==> src/rtl/lps_pkg.sv <==
// ----------------------------------------------------------------------------
// lps_pkg
// shared types and constants of the lottery process scheduler
// ----------------------------------------------------------------------------
package lps_pkg;

  localparam int NumSlots   = 64;
  localparam int SlotBits   = 6;
  localparam int TicketBits = 16;
  localparam logic [TicketBits-1:0] TicketMax = '1;

  typedef enum logic [2:0] {
    MODE_WRITE  = 3'd0,
    MODE_READ   = 3'd1,
    MODE_RESUME = 3'd2,
    MODE_STOP   = 3'd3,
    MODE_YIELD  = 3'd4
  } mode_e;

  localparam logic [2:0] ST_DEAD    = 3'd0;
  localparam logic [2:0] ST_READY   = 3'd1;
  localparam logic [2:0] ST_RUNNING = 3'd2;
  localparam logic [2:0] ST_STOPPED = 3'd3;

  localparam logic [0:0] REG_QUANTUM = 1'b0;
  localparam logic [0:0] REG_FLOOR   = 1'b1;

  typedef struct packed {
    logic [2:0]  mode;
    logic [5:0]  slot;
    logic [2:0]  proc_state;
    logic [15:0] tickets;
    logic [7:0]  quantum_left;
    logic [31:0] alarm_time;
    logic [31:0] now_ticks;
    logic [14:0] random_draw;
  } in_word_t;

  typedef struct packed {
    logic [5:0]  running_slot;
    logic [5:0]  previous_slot;
    logic        switched;
    logic [63:0] alarm_mask;
    logic        stopped_report;
    logic [2:0]  read_state;
    logic [15:0] read_tickets;
    logic [7:0]  read_quantum_left;
    logic [31:0] read_alarm;
  } out_word_t;

  // one slot entry as held in memory
  typedef struct packed {
    logic [2:0]            st;
    logic [TicketBits-1:0] tk;
    logic [7:0]            q;
    logic [31:0]           al;
  } entry_t;

  // divider handshake
  typedef struct packed {
    logic        start;
    logic [31:0] num;
    logic [31:0] den;
  } div_req_t;

endpackage

==> src/rtl/lps_div.sv <==
// ----------------------------------------------------------------------------
// lps_div
// restoring divider, one quotient bit per cycle
// ----------------------------------------------------------------------------
module lps_div
  import lps_pkg::*;
(
  input  logic        clk,
  input  logic        rst_n,
  input  div_req_t    req,
  output logic        done,
  output logic [31:0] quot,
  output logic [31:0] rem
);

  logic [31:0] q_r, q_nxt, r_r, r_nxt, d_r, d_nxt;
  logic [5:0]  cnt_r, cnt_nxt;
  logic        busy_r, busy_nxt, done_r, done_nxt;
  logic [32:0] trial;

  always_comb begin
    q_nxt = q_r; r_nxt = r_r; d_nxt = d_r; cnt_nxt = cnt_r;
    busy_nxt = busy_r; done_nxt = 1'b0;
    trial = {r_r, q_r[31]};
    if (req.start) begin
      q_nxt = req.num; r_nxt = '0; d_nxt = req.den; cnt_nxt = '0; busy_nxt = 1'b1;
    end else if (busy_r) begin
      if (trial >= {1'b0, d_r}) begin
        r_nxt = 32'(trial - {1'b0, d_r});
        q_nxt = {q_r[30:0], 1'b1};
      end else begin
        r_nxt = trial[31:0];
        q_nxt = {q_r[30:0], 1'b0};
      end
      cnt_nxt = 6'(cnt_r + 6'd1);
      if (cnt_r == 6'd31) begin
        busy_nxt = 1'b0; done_nxt = 1'b1;
      end
    end
  end

  always_ff @(posedge clk) begin
    if (!rst_n) begin
      busy_r <= 1'b0; done_r <= 1'b0; cnt_r <= '0;
    end else begin
      busy_r <= busy_nxt; done_r <= done_nxt; cnt_r <= cnt_nxt;
    end
    q_r <= q_nxt; r_r <= r_nxt; d_r <= d_nxt;
  end

  assign done = done_r;
  assign quot = q_r;
  assign rem  = r_r;

endmodule

==> config.mk <==
export PLATFORM = sky130hd
export DESIGN_NAME = lps_div
export DESIGN_NICKNAME = d
export VERILOG_FILES = /design/src/rtl/lps_pkg.sv /design/src/rtl/lps_div.sv
export SDC_FILE = /design/constraint.sdc
export NUM_CORES = 1
export LEC_CHECK = 0
export BUFFER_PORTS_ARGS = -buffer_cell sky130_fd_sc_hd__buf_2
export CAP_MARGIN = 10
export CORE_MARGIN = 5
export CORE_UTILIZATION = 44
export CTS_BUF_LIST = sky130_fd_sc_hd__clkbuf_4
export DETAILED_ROUTE_END_ITERATION = 16
export HOLD_SLACK_MARGIN = 0.15
export MAX_ROUTING_LAYER = met4
export PLACE_DENSITY = 0.67
export SLEW_MARGIN = 10
export SYNTH_ARGS = -nofsm -noshare
export SYNTH_HDL_FRONTEND = slang
export SYNTH_SLANG_ARGS = --single-unit
==> constraint.sdc <==
create_clock -name clk -period 7.6 [get_ports clk]
set_clock_uncertainty 0.05 [all_clocks]
set_input_delay 0.38 -clock clk [delete_from_list [all_inputs] [get_ports clk]]
set_output_delay 0.38 -clock clk [all_outputs]
set_load 0.02 [all_outputs]
Word-level counts from Yosys, hierarchy flattened
Cells that the tools add are included.
{ "word_totals": {"register_bits": 104, "input_bits": 67, "output_inout_bits": 65, "wordCells": 23} }
{ "classes": {"n_mux": 8, "n_bitwise": 2, "n_reduce_logical": 3, "n_lt_le_gt_ge": 1, "n_eq_ne": 1, "n_addsub": 2} }
{ "op_table": {"columns": ["op", "n"], "rows": [
  ["$mux 32", 3],
  ["$ge 33x32->1", 1],
  ["$sub 32x32->32", 1],
  ["$add 6x1->6 const B", 1],
  ["$eq 6x5->1 const B", 1],
  ["$mux 1", 5],
  ["$reduce_or 3->1", 1],
  ["$not 1->1", 2],
  ["$reduce_bool 2->1", 1],
  ["$reduce_or 2->1", 1]
]} }

Depth between registers and ports, before layout
Gate-level depths: netlist of the first run.
{ "depth": {"word_depth": 4, "depth_mapped": 13, "ltp_nobuf": 12} }

Worst setup path after synthesis of the first run
Ideal clock, no wire load.
{ "synth_path": {"path_type": "flip-flop to flip-flop", "from": "reg q_r[31] (netlist: quot[31])", "to": "reg r_r[28] (netlist: rem[28])", "period_less_slack_ps": 2978, "arrival_ps": 2809, "slack_ps": 4622, "required_ps": 7431, "stages_incl_launch_ff": 13, "n_path_buf": 0, "setup_ps": 119, "path_cell_list": "edfxtp_1 inv_1 ha_1 fa_1 nor2b_1 o31a_1 a221oi_2 o31a_1 o21ai_1 a311o_1 a221oi_1 xor2_1 o21ai_1"} }
{ "synth_between": {"elab_chain_len": 2, "elab_cells_between_ends": 3, "cone_classes": "add/sub (1); order compare (1); mux (1)"} }
{ "synth_rtl": {"columns": ["element", "line", "rtl"], "rows": [
  ["from (decl)", "lps_div.sv:16", "logic [31:0] q_r, q_nxt, r_r, r_nxt, d_r, d_nxt;"],
  ["from (signal assigned)", "lps_div.sv:48", "q_r <= q_nxt; r_r <= r_nxt; d_r <= d_nxt;"],
  ["$sub 32x32->32 or $ge 33x32->1 (tied branches)", "lps_div.sv:29, lps_div.sv:28", null],
  ["$mux 32 *", "lps_div.sv:28", "if (trial >= {1'b0, d_r}) begin"],
  ["to (signal assigned)", "lps_div.sv:48", null],
  ["to (decl)", "lps_div.sv:16", null]
]} }
Mark *: on every way between the ends. The rest lies on a longest branch, timed or not.
A chain may end at the register's enable or synchronous reset.

Final worst setup path of the first run
{ "layout_path": {"from": "reg d_r[1]", "to": "reg r_r[1] (netlist: rem[1])"} }
{ "layout_between": {"elab_chain_len": 2, "elab_cells_between_ends": 3, "cone_classes": "add/sub (1); order compare (1); mux (1)"} }
{ "layout_rtl": {"columns": ["element", "line"], "rows": [
  ["from (decl)", "lps_div.sv:16"],
  ["from (signal assigned)", "lps_div.sv:48"],
  ["$sub 32x32->32 or $ge 33x32->1 (tied branches)", "lps_div.sv:29, lps_div.sv:28"],
  ["$mux 32 *", "lps_div.sv:28"]
]} }
Marks and branches as above.

==> results of run 1 <==
-- worst min-delay path, cell delays in order --
cell,delay (ns)
buf_2,0.11
inv_1,0.05
mux2i_1,0.06
-- logic make-up after synthesis --
| kind of cell | Yosys count | synth area share, % |
|---|---|---|
| flops | 104 | 46.29 |
| buf+inv | 69 | 4.893 |
| fa+ha+maj | 34 | 7.360 |
| xor+xnor | 32 | 4.765 |
| simple gates | 132 | 11.23 |
| compound gates | 129 | 14.91 |
| mux | 58 | 10.55 |
-- sequential cells by signal, summed over array words and instances, names as in the netlist --
register,count
cnt_r,6
rem,32
busy_r,1
done,1
quot,32
d_r,32
-- area by class of cell --
cell class | count | area, um2 | share of cell area [%]
Multi-Input combinational cell | 385 | 2872 | 38.66
Sequential cell | 104 | 2724 | 36.67
Timing Repair Buffer | 198 | 1321 | 17.79
Tap cell | 176 | 220.2 | 2.964
Inverter | 46 | 172.7 | 2.324
Clock buffer | 10 | 75.07 | 1.011
Clock inverter | 6 | 43.79 | 0.5895
-- Yosys cell counts, types with 3 or more instances --
master,instances
a211oi_1,24
a21o_1,9
a21oi_1,33
a31oi_1,3
and4_1,3
buf_6,3
clkbuf_1,16
dfxtp_1,40
edfxtp_1,64
ha_1,33
inv_1,46
mux2_2,32
mux2i_1,26
nand2_1,28
nand2b_1,3
nand3_1,6
nand4_1,8
nor2_1,53
nor2b_1,4
nor3_1,3
nor3b_1,5
nor4_1,3
o21a_1,6
o21ai_0,19
o21ai_1,3
o21bai_1,5
o22ai_1,3
o31ai_1,4
or2_2,3
xnor2_1,16
xor2_1,16
-- report_power, final --
part	switching (uW)	internal, uW	total, uW
Sequential	31.4	654	685
Clock	196	73.2	269
Combinational	248	191	439
Total	475	918	1390
-- metrics by stage --
stage | instances | util [%] | worst slack (ns) | power (uW)
after detailed placement | 845 | 50.56 | 3.930 | 1108
final | 925 | 56.32 | 3.911 | 1393
after global placement | 845 | 50.56 | 4.054 | 1099
after floorplan | 558 | - | 4.622 | 997.6
after CTS | 925 | 56.32 | 3.884 | 1402
after global routing | 925 | 56.32 | 3.666 | 1474
-- routing by layer --
layer / routed length [um] / vias to the layer above
met5: 0 / -
met4: 209 / 0
met3: 983 / 15
met2: 6955 / 129
met1: 6236 / 2286
li1: - / 2411
-- final timing paths --
path                            slack [ns]  cells after the start  endpoint
worst max-delay path                  3.91                     12    rem[1]
worst min-delay path                  0.21                      3   quot[0]
worst max register to register        3.91                     12    rem[1]
worst min register to register        0.45                      1      done
-- placed cells by master, fill, tap and decap left out, types with 8 or more instances in the layout --
cell           Yosys  layout
o21ai_0           19      19
mux2i_1           26      26
dlygate4sd3_1      0      64
xnor2_1           16      16
nor2_1            53      53
a21oi_1           33      33
a21o_1             9       9
nand4_1            8       8
dfxtp_1           40      39
inv_1             46      45
buf_2              2     130
edfxtp_1          64      64
clkbuf_4           0      10
xor2_1            16      16
a211oi_1          24      24
mux2_2            32      32
ha_1              33      33
nand2_1           28      28
==> impl_metrics.py, run 1 <==
metrics = {
    "clock_tree": {
        "cts_resized": 0,
        "path_clk_slew_ns": 0.16,
        "cts_root_buf": "clkbuf_4",
        "post_cts_buffers": 0,
        "numCtsBuffers": 9,
        "clk_latency_ns": 0.49,
        "cts_hold_buf": 64,
        "clock_sinks": 104,
        "cts_tree": "yes",
        "cts_htree_levels": 3,
        "cts_buffer_depth": 2,
    },
    "logic_synthesis": {
        "syn_avg_cell_area_um2": 10.54,
        "async_flop_share_pct": 0,
        "ys_ff_latch": 104,
        "synth_warnings": 0,
        "synth_edf_count": 64,
        "synthCells": 558,
        "ys_types": 61,
        "synth_area_leaders": "edfxtp_1 (33%), dfxtp_1 (14%), ha_1 (7.0%)",
        "netlist.area_leader.share_pct": 32.67,
        "synth_flop_cell": "edfxtp_1",
        "syn_area_um2": 5882,
        "yosys.area.top_type": "edfxtp_1",
        "ys_seq_area_share_pct": 46.29,
        "synth_fp_nets": 659,
    },
    "grt": {
        "grt_pass1_wl_um": 23680,
        "grt_use_total_pct": 18.81,
        "use_met2_pct": 30.77,
        "grt-ovfl-total": 0,
        "use_met3_pct": 6.605,
        "busiest_layer": "met2",
        "antenna_found_initial": 0,
        "grt_max_degree": 64,
        "grt_use_met1_pct": 22.14,
        "grt_pass1_vias": 4903,
    },
    "sta": {
        "fin_setup_tns_ns": 0,
        "period_needed_ns": 3.689,
        "setup_viol": 0,
        "whs_ns": 0.2144,
        "period_share_pct": 48.53,
        "relSlewSlack_pct": 25.24,
        "rsz0062_at_grt": "no",
        "slew_viol_final": 0,
        "worst_pin_slew_ns": 1.114,
        "timing.fmax_ghz": 0.2711,
        "hold_viol": 0,
    },
    "die": {
        "core_um2": 13190,
        "die-area_um2": 15780,
        "row_count": 42,
        "start_util_pct": 44.59,
        "die_w_um": 125.6,
        "ios": 132,
        "die_h_um": 125.6,
    },
    "route": {
        "wl_um": 14390,
        "ant_nets": 0,
        "drt_first_pass_iters": 4,
        "via_per_inst": 5.234,
        "vias": 4841,
        "post-route-drc-count": 0,
        "drt_iter0_drc": 307,
        "drt-wirelength-per-cell_um": 15.55,
    },
    "place": {
        "dp_hpwl_um": 9992,
        "gp_congestion": 0.8786,
        "place_area_um2": 6669,
        "io_buffers": 131,
    },
    "worst_setup_path": {
        "critPathLaunch": "d_r[1]",
        "worst-setup-path-type": "flop to flop",
        "r2r_start": "d_r[1]",
        "path_buf_inv": 2,
        "critical_path.max_fanout": 26,
        "cp_slowest_stage_delay_ns": 0.55,
        "crit_chain": "inv_1, ha_1, nor2b_1, o2111a_1, nor4_2, nor3_2, nor3_4, nor3_2, a41oi_4, buf_4, mux2_2, o22ai_1",
        "cp.arrival_ns": 4.06,
        "critical-path-top-delay-family": "simple AND/OR/NAND/NOR gates",
        "crit_slowest_cell": "a41oi_4",
        "path_common_cell": "nor3_2",
        "end_kind": "flop",
        "cp.required_ns": 7.97,
        "startpoint_type": "flop",
    },
    "run": {
        "maxCapViolations": 0,
    },
    "layout": {
        "diodes": 0,
        "drive_gt1_share_pct": 25.77,
        "fillers": 1172,
        "fin_nets": 845,
        "area_delta_synth_final_pct": 26.29,
        "final_area_um2": 7428,
    },
    "hold_path": {
        "min-delay-start": "req[32]",
        "hold_class": "input port to flop",
    },
    "power_and_ir_drop": {
        "ir_worst_vdd_mv": 0.1302,
        "powerDensity_nw_per_um2": 187.5,
        "power_leakage_uw": 0.003340,
    },
    "run_status": {
        "status": "finished, final reports clean",
    },
}
No activity file was read; power rests on OpenSTA's default activity.
==> inputs of run 2 (changes only) <==
==> constraint.sdc (replaced) <==
create_clock -name clk -period 3.4 [get_ports clk]
set_clock_uncertainty 0.05 [all_clocks]
set_input_delay 0.17 -clock clk [delete_from_list [all_inputs] [get_ports clk]]
set_output_delay 0.17 -clock clk [all_outputs]
set_load 0.02 [all_outputs]
==> impl_metrics.py, run 2 (synthesized netlist as in run 1, its figures left out) <==
metrics = {
    "sta": {
        "fin_setup_tns_ns": 0,
        "slew_viol_final": 0,
        "timing.fmax_ghz": 0.3116,
        "hold_viol": 0,
        "period_needed_ns": 3.209,
        "relSlewSlack_pct": 62.67,
        "setup_viol": 0,
        "period_share_pct": 94.39,
        "worst_pin_slew_ns": 0.5599,
    },
    "worst_setup_path": {
        "critical-path-top-delay-family": "compound AO/OA/AOI/OAI gates",
        "path_buf_inv": 1,
        "crit_chain": "inv_1, ha_1, fa_1, nor2b_1, o31a_1, a221oi_4, o31a_1, o21ai_1, a311o_1, a221oi_1, xor2_1, o21ai_1",
        "r2r_start": "quot[31]",
        "cp.depth": 12,
        "critPathLaunch": "quot[31]",
        "crit_slowest_cell": "edfxtp_1",
        "critPathCapture": "rem[28]",
        "cp_slowest_stage_delay_ns": 0.44,
        "startpoint_type": "flop",
        "end_kind": "flop",
        "reg2reg_depth": 12,
        "ff2ff_setup_slack_ns": 0.19,
        "rr_endpoint": "rem[28]",
        "worst-setup-path-type": "flop to flop",
        "critical_path.max_fanout": 4,
        "cp.arrival_ns": 3.58,
        "cp.required_ns": 3.77,
    },
    "die": {
        "die_h_um": 125.6,
        "die-area_um2": 15780,
        "ios": 132,
        "core_um2": 13190,
        "die_w_um": 125.6,
        "start_util_pct": 44.59,
        "row_count": 42,
    },
    "layout": {
        "fin_util_pct": 57.07,
        "drive_gt1_share_pct": 26.19,
        "fin_nets": 852,
        "area_delta_synth_final_pct": 27.97,
        "final_cell_mix": "buf_2 (130), dlygate4sd3_1 (66), edfxtp_1 (64)",
        "final_common_cell": "buf_2",
    },
    "clock_tree": {
        "clk_latency_ns": 0.51,
        "cts_htree_levels": 3,
        "numCtsBuffers": 9,
        "cts_tree": "yes",
        "clock_sinks": 104,
        "cts_root_buf": "clkbuf_4",
        "post_cts_buffers": 0,
        "cts_buffer_depth": 2,
        "path_clk_slew_ns": 0.18,
    },
    "route": {
        "drt-wirelength-per-cell_um": 15.85,
        "drt_iter0_drc": 320,
        "drt_first_pass_iters": 5,
        "ant_nets": 0,
        "wl_um": 14790,
        "post-route-drc-count": 0,
        "vias": 4880,
        "via_per_inst": 5.230,
    },
    "run_status": {
        "status": "finished, final reports clean",
    },
    "power_and_ir_drop": {
        "power_leakage_uw": 0.003381,
        "ir_worst_vdd_mv": 0.3414,
        "powerDensity_nw_per_um2": 420.0,
    },
    "grt": {
        "grt_pass1_wl_um": 24410,
        "grt_max_degree": 36,
        "grt-ovfl-total": 0,
        "antenna_found_initial": 1,
        "grt_use_total_pct": 19.21,
        "grt_pass1_vias": 5018,
    },
    "hold_path": {
        "hold_class": "input port to flop",
    },
    "place": {
        "io_buffers": 131,
        "dp_hpwl_um": 10520,
        "gp_congestion": 0.8346,
    },
    "run": {
        "maxCapViolations": 0,
    },
}
run 2: changes by cell type in the layout (fill, tap and decap cells not counted), moves of 2 or more:
cell           before  now
inv_6               2    4
dlygate4sd3_1      64   66
clkinv_4            2    0
buf_4               4    7
run 2: layout make-up:
class                      instances  area, um2
antenna                            1      2.502
clock buffer                       9      67.56
clock inverter                     7      62.56
fill                            1156       5663
inverter                          46      172.7
multi-input combinational        385       2883
sequential                       104       2724
tap                              176      220.2
timing repair buffer             205       1395
run 2: worst min path at each step:
stage	startpoint	cells past startpoint	to	slack [ns]
2_1_floorplan	req[0]	0	d_r[0]	0.22
3_3_place_gp	req[7]	1	d_r[7]	0.30
3_5_place_dp	req[16]	1	d_r[16]	0.30
4_1_cts	req[8]	2	d_r[8]	0.27
5_1_grt	req[29]	2	d_r[29]	0.25
6_report	req[19]	2	d_r[19]	0.31
run 2: where the power goes:
| part | internal [uW] | switching, uW | total [uW] | leakage (uW) |
|---|---|---|---|---|
| Combinational | 442 | 560 | 1000 | 0.00235 |
| Sequential | 1460 | 76.5 | 1540 | 0.000964 |
| Clock | 164 | 458 | 622 | 0.0000681 |
run 2: repair_timing:
action,4_1_cts,5_1_grt
hold endpoints to repair,95,0
resized for setup,0,3
hold buffers,66,0
endpoints found under the setup margin,0,3
run 2: routing by layer:
| layer | wire (um) | track usage [%] |
|---|---|---|
| met1 | 6380 | 23.20 |
| met2 | 7258 | 32.10 |
| met3 | 943 | 5.715 |
| met4 | 208 | 4.018 |
| met5 | 0 | - |
run 2: stage by stage:
step	setup slack [ns]	std cells	instance area (um2)	total power, uW	hold slack [ns]
after floorplan	0.4215	558	5882	2230	0.2189
after global placement	0.3292	850	6719	2477	0.2961
after detailed placement	0.2110	850	6719	2496	0.2983
after CTS	0.1619	932	7510	3181	0.2702
after global routing	-0.03427	933	7527	3355	0.2521
final	0.1907	933	7527	3161	0.3086
run 2: worst reg2reg max path: stages (launching register included):
cell	delay, ns
edfxtp_1	0.44
inv_1	0.08
ha_1	0.19
fa_1	0.22
nor2b_1	0.07
o31a_1	0.32
a221oi_4	0.36
o31a_1	0.27
o21ai_1	0.14
a311o_1	0.41
a221oi_1	0.36
xor2_1	0.18
o21ai_1	0.07
==> inputs of run 3 (changes only) <==
--- a/config.mk
+++ b/config.mk
@@ -5,6 +5,7 @@
 export SDC_FILE = /design/constraint.sdc
 export NUM_CORES = 1
 export LEC_CHECK = 0
+export ABC_AREA = 1
 export BUFFER_PORTS_ARGS = -buffer_cell sky130_fd_sc_hd__buf_2
 export CAP_MARGIN = 10
 export CORE_MARGIN = 5
@@ -13,7 +14,7 @@
 export DETAILED_ROUTE_END_ITERATION = 16
 export HOLD_SLACK_MARGIN = 0.15
 export MAX_ROUTING_LAYER = met4
-export PLACE_DENSITY = 0.67
+export PLACE_DENSITY = 0.66
 export SLEW_MARGIN = 10
 export SYNTH_ARGS = -nofsm -noshare
 export SYNTH_HDL_FRONTEND = slang
==> impl_metrics.py, run 3 <==
metrics = {
    "layout": {
        "fin_nets": 1286,
        "fillers": 1527,
        "fin_util_pct": 56.02,
        "final_cell_mix": "nand2_1 (407), inv_1 (181), buf_2 (131)",
        "final_area_um2": 8517,
        "final_common_cell": "nand2_1",
        "area_delta_synth_final_pct": 24.49,
        "diodes": 0,
        "drive_gt1_share_pct": 15.38,
    },
    "sta": {
        "worst_pin_slew_ns": 0.7673,
        "hold_viol": 0,
        "whs_ns": 0.3140,
        "timing.fmax_ghz": 0.3918,
        "period_share_pct": 75.08,
        "fin_setup_tns_ns": 0,
        "slew_viol_final": 0,
        "rsz0062_at_grt": "no",
        "period_needed_ns": 2.553,
        "relSlewSlack_pct": 48.79,
        "setup_viol": 0,
    },
    "clock_tree": {
        "cts_root_buf": "clkbuf_4",
        "cts_resized": 0,
        "cts_htree_levels": 3,
        "cts_tree": "yes",
        "cts_buffer_depth": 2,
        "clk_latency_ns": 0.51,
        "clock_sinks": 104,
        "numCtsBuffers": 9,
        "post_cts_buffers": 0,
        "cts_hold_buf": 66,
        "path_clk_slew_ns": 0.18,
    },
    "logic_synthesis": {
        "synth_fp_nets": 1092,
        "synth_area_leaders": "edfxtp_1 (28%), nand2_1 (22%), dfxtp_1 (12%)",
        "synthAdderAreaFrac_pct": 6.328,
        "muxShareOfSynthArea_pct": 0,
        "synth_warnings": 0,
        "ys_seq_area_share_pct": 39.80,
        "synthCells": 991,
        "async_flop_share_pct": 0,
        "netlist.area_leader.share_pct": 28.09,
        "post-synth-top-count-cell": "nand2_1",
        "syn_area_um2": 6842,
        "ys_ff_latch": 104,
        "syn_avg_cell_area_um2": 6.904,
        "synth_compound_area_share_pct": 3.895,
        "yosys.area.top_type": "edfxtp_1",
        "ys_types": 36,
        "synth_xor_area_share_pct": 1.920,
        "synth_edf_count": 64,
        "yosys.area_share.simple_pct": 36.38,
        "synth_common_cells": "nand2_1 (407), inv_1 (181), nand3_1 (80)",
        "synth_flop_cell": "edfxtp_1",
        "synth_top_family_by_area": "simple AND/OR/NAND/NOR gates",
    },
    "route": {
        "vias": 6492,
        "wl_um": 19010,
        "post-route-drc-count": 0,
        "drt_first_pass_iters": 5,
        "ant_nets": 0,
        "drt-wirelength-per-cell_um": 13.80,
        "drt_iter0_drc": 365,
        "via_per_inst": 4.711,
    },
    "worst_setup_path": {
        "worst-setup-path-type": "flop to flop",
        "critical_path.max_fanout": 32,
        "reg2reg_depth": 13,
        "cp.arrival_ns": 2.95,
        "startpoint_type": "flop",
        "ff2ff_setup_slack_ns": 0.85,
        "r2r_start": "d_r[29]",
        "cp.required_ns": 3.79,
        "end_kind": "flop",
        "rr_endpoint": "rem[23]",
    },
    "grt": {
        "grt_pass1_wl_um": 31280,
        "grt_pass1_vias": 6432,
        "grt-ovfl-total": 0,
        "grt_use_total_pct": 22.06,
        "antenna_found_initial": 0,
        "grt_max_degree": 34,
    },
    "die": {
        "row_count": 45,
        "die-area_um2": 18140,
        "die_h_um": 134.7,
        "ios": 132,
        "start_util_pct": 45.00,
        "core_um2": 15200,
        "die_w_um": 134.7,
    },
    "power_and_ir_drop": {
        "power_leakage_uw": 0.004680,
        "powerDensity_nw_per_um2": 310.8,
        "ir_worst_vdd_mv": 0.2957,
    },
    "run_status": {
        "status": "finished, final reports clean",
    },
    "place": {
        "io_buffers": 131,
        "gp_congestion": 0.9679,
        "dp_hpwl_um": 14430,
        "place_area_um2": 7699,
    },
    "run": {
        "maxCapViolations": 0,
    },
    "hold_path": {
        "hold_class": "input port to flop",
        "whs_path_depth": 2,
        "min_to": "d_r[6]",
        "min-delay-start": "req[6]",
    },
}
## run 3: changes by cell type after synthesis, moves of 11 or more
cell,delta
nand2_1,+379
inv_1,+135
nand3_1,+74
mux2_2,-32
mux2i_1,-26
a211oi_1,-24
xor2_1,-15
o21ai_0,-14
nand3b_1,+13
nor2_1,-13
a21oi_1,-11
## run 3: critical path: stages (launching register included)
cell and delay (ns):
edfxtp_1 0.37, inv_1 0.04, ha_1 0.35, nand2_1 0.13, inv_1 0.04, nand2_1 0.11
inv_1 0.05, a21oi_1 0.15, nand2_1 0.10, nor2_4 0.41, nand2_4 0.34, nand2_1 0.18
nand3_1 0.08, nand2_1 0.08
## run 3: power by group
group,switching [uW],internal (uW)
registers,32.8,1420
clock network,468,240
logic,288,194
total,789,1860
## run 3: worst max path at each step
stage,start,endpoint,depth (start not counted)
after floorplan,quot[31],rem[30],15
after global routing,d_r[28],rem[30],13
after CTS,d_r[28],rem[0],11
after detailed placement,d_r[28],rem[0],13
final,d_r[29],rem[23],13
after global placement,d_r[17],rem[4],11
## run 3: kinds of logic after synthesis
family          count (synthesis)
xor+xnor                       15
simple gates                  584
flops                         104
buf+inv                       206
compound gates                 48
fa+ha+maj                      34
## run 3: layout make-up
| class | instances | area (um2) | share of cell area, % |
|---|---|---|---|
| repair buffers | 205 | 1389 | 16.31 |
| flip-flops and latches | 104 | 2723 | 31.97 |
| inverters | 184 | 690.7 | 8.109 |
| clock buffers | 9 | 67.56 | 0.7933 |
| multi-input cells | 681 | 3322 | 39.00 |
| clock inverters | 7 | 90.09 | 1.058 |
| well taps | 188 | 235.2 | 2.762 |
## run 3: metrics by stage
stage	total power (uW)	worst slack, ns	instances
floorplan	1752	1.238	991
global placement	1905	0.8262	1296
detailed placement	1906	0.8682	1296
CTS	2675	0.8381	1378
global route	2782	0.4969	1378
finish	2647	0.8474	1378
## run 3: routing by layer
layer | part of all wire, % | vias up | routed length (um) | track usage, %
li1 | - | 3446 | - | -
met1 | 46 | 2881 | 8712 | 27.33
met2 | 48 | 144 | 9202 | 37.16
met3 | 3.9 | 21 | 737 | 3.763
met4 | 1.9 | 0 | 359 | 6.391
met5 | 0 | - | 0 | -
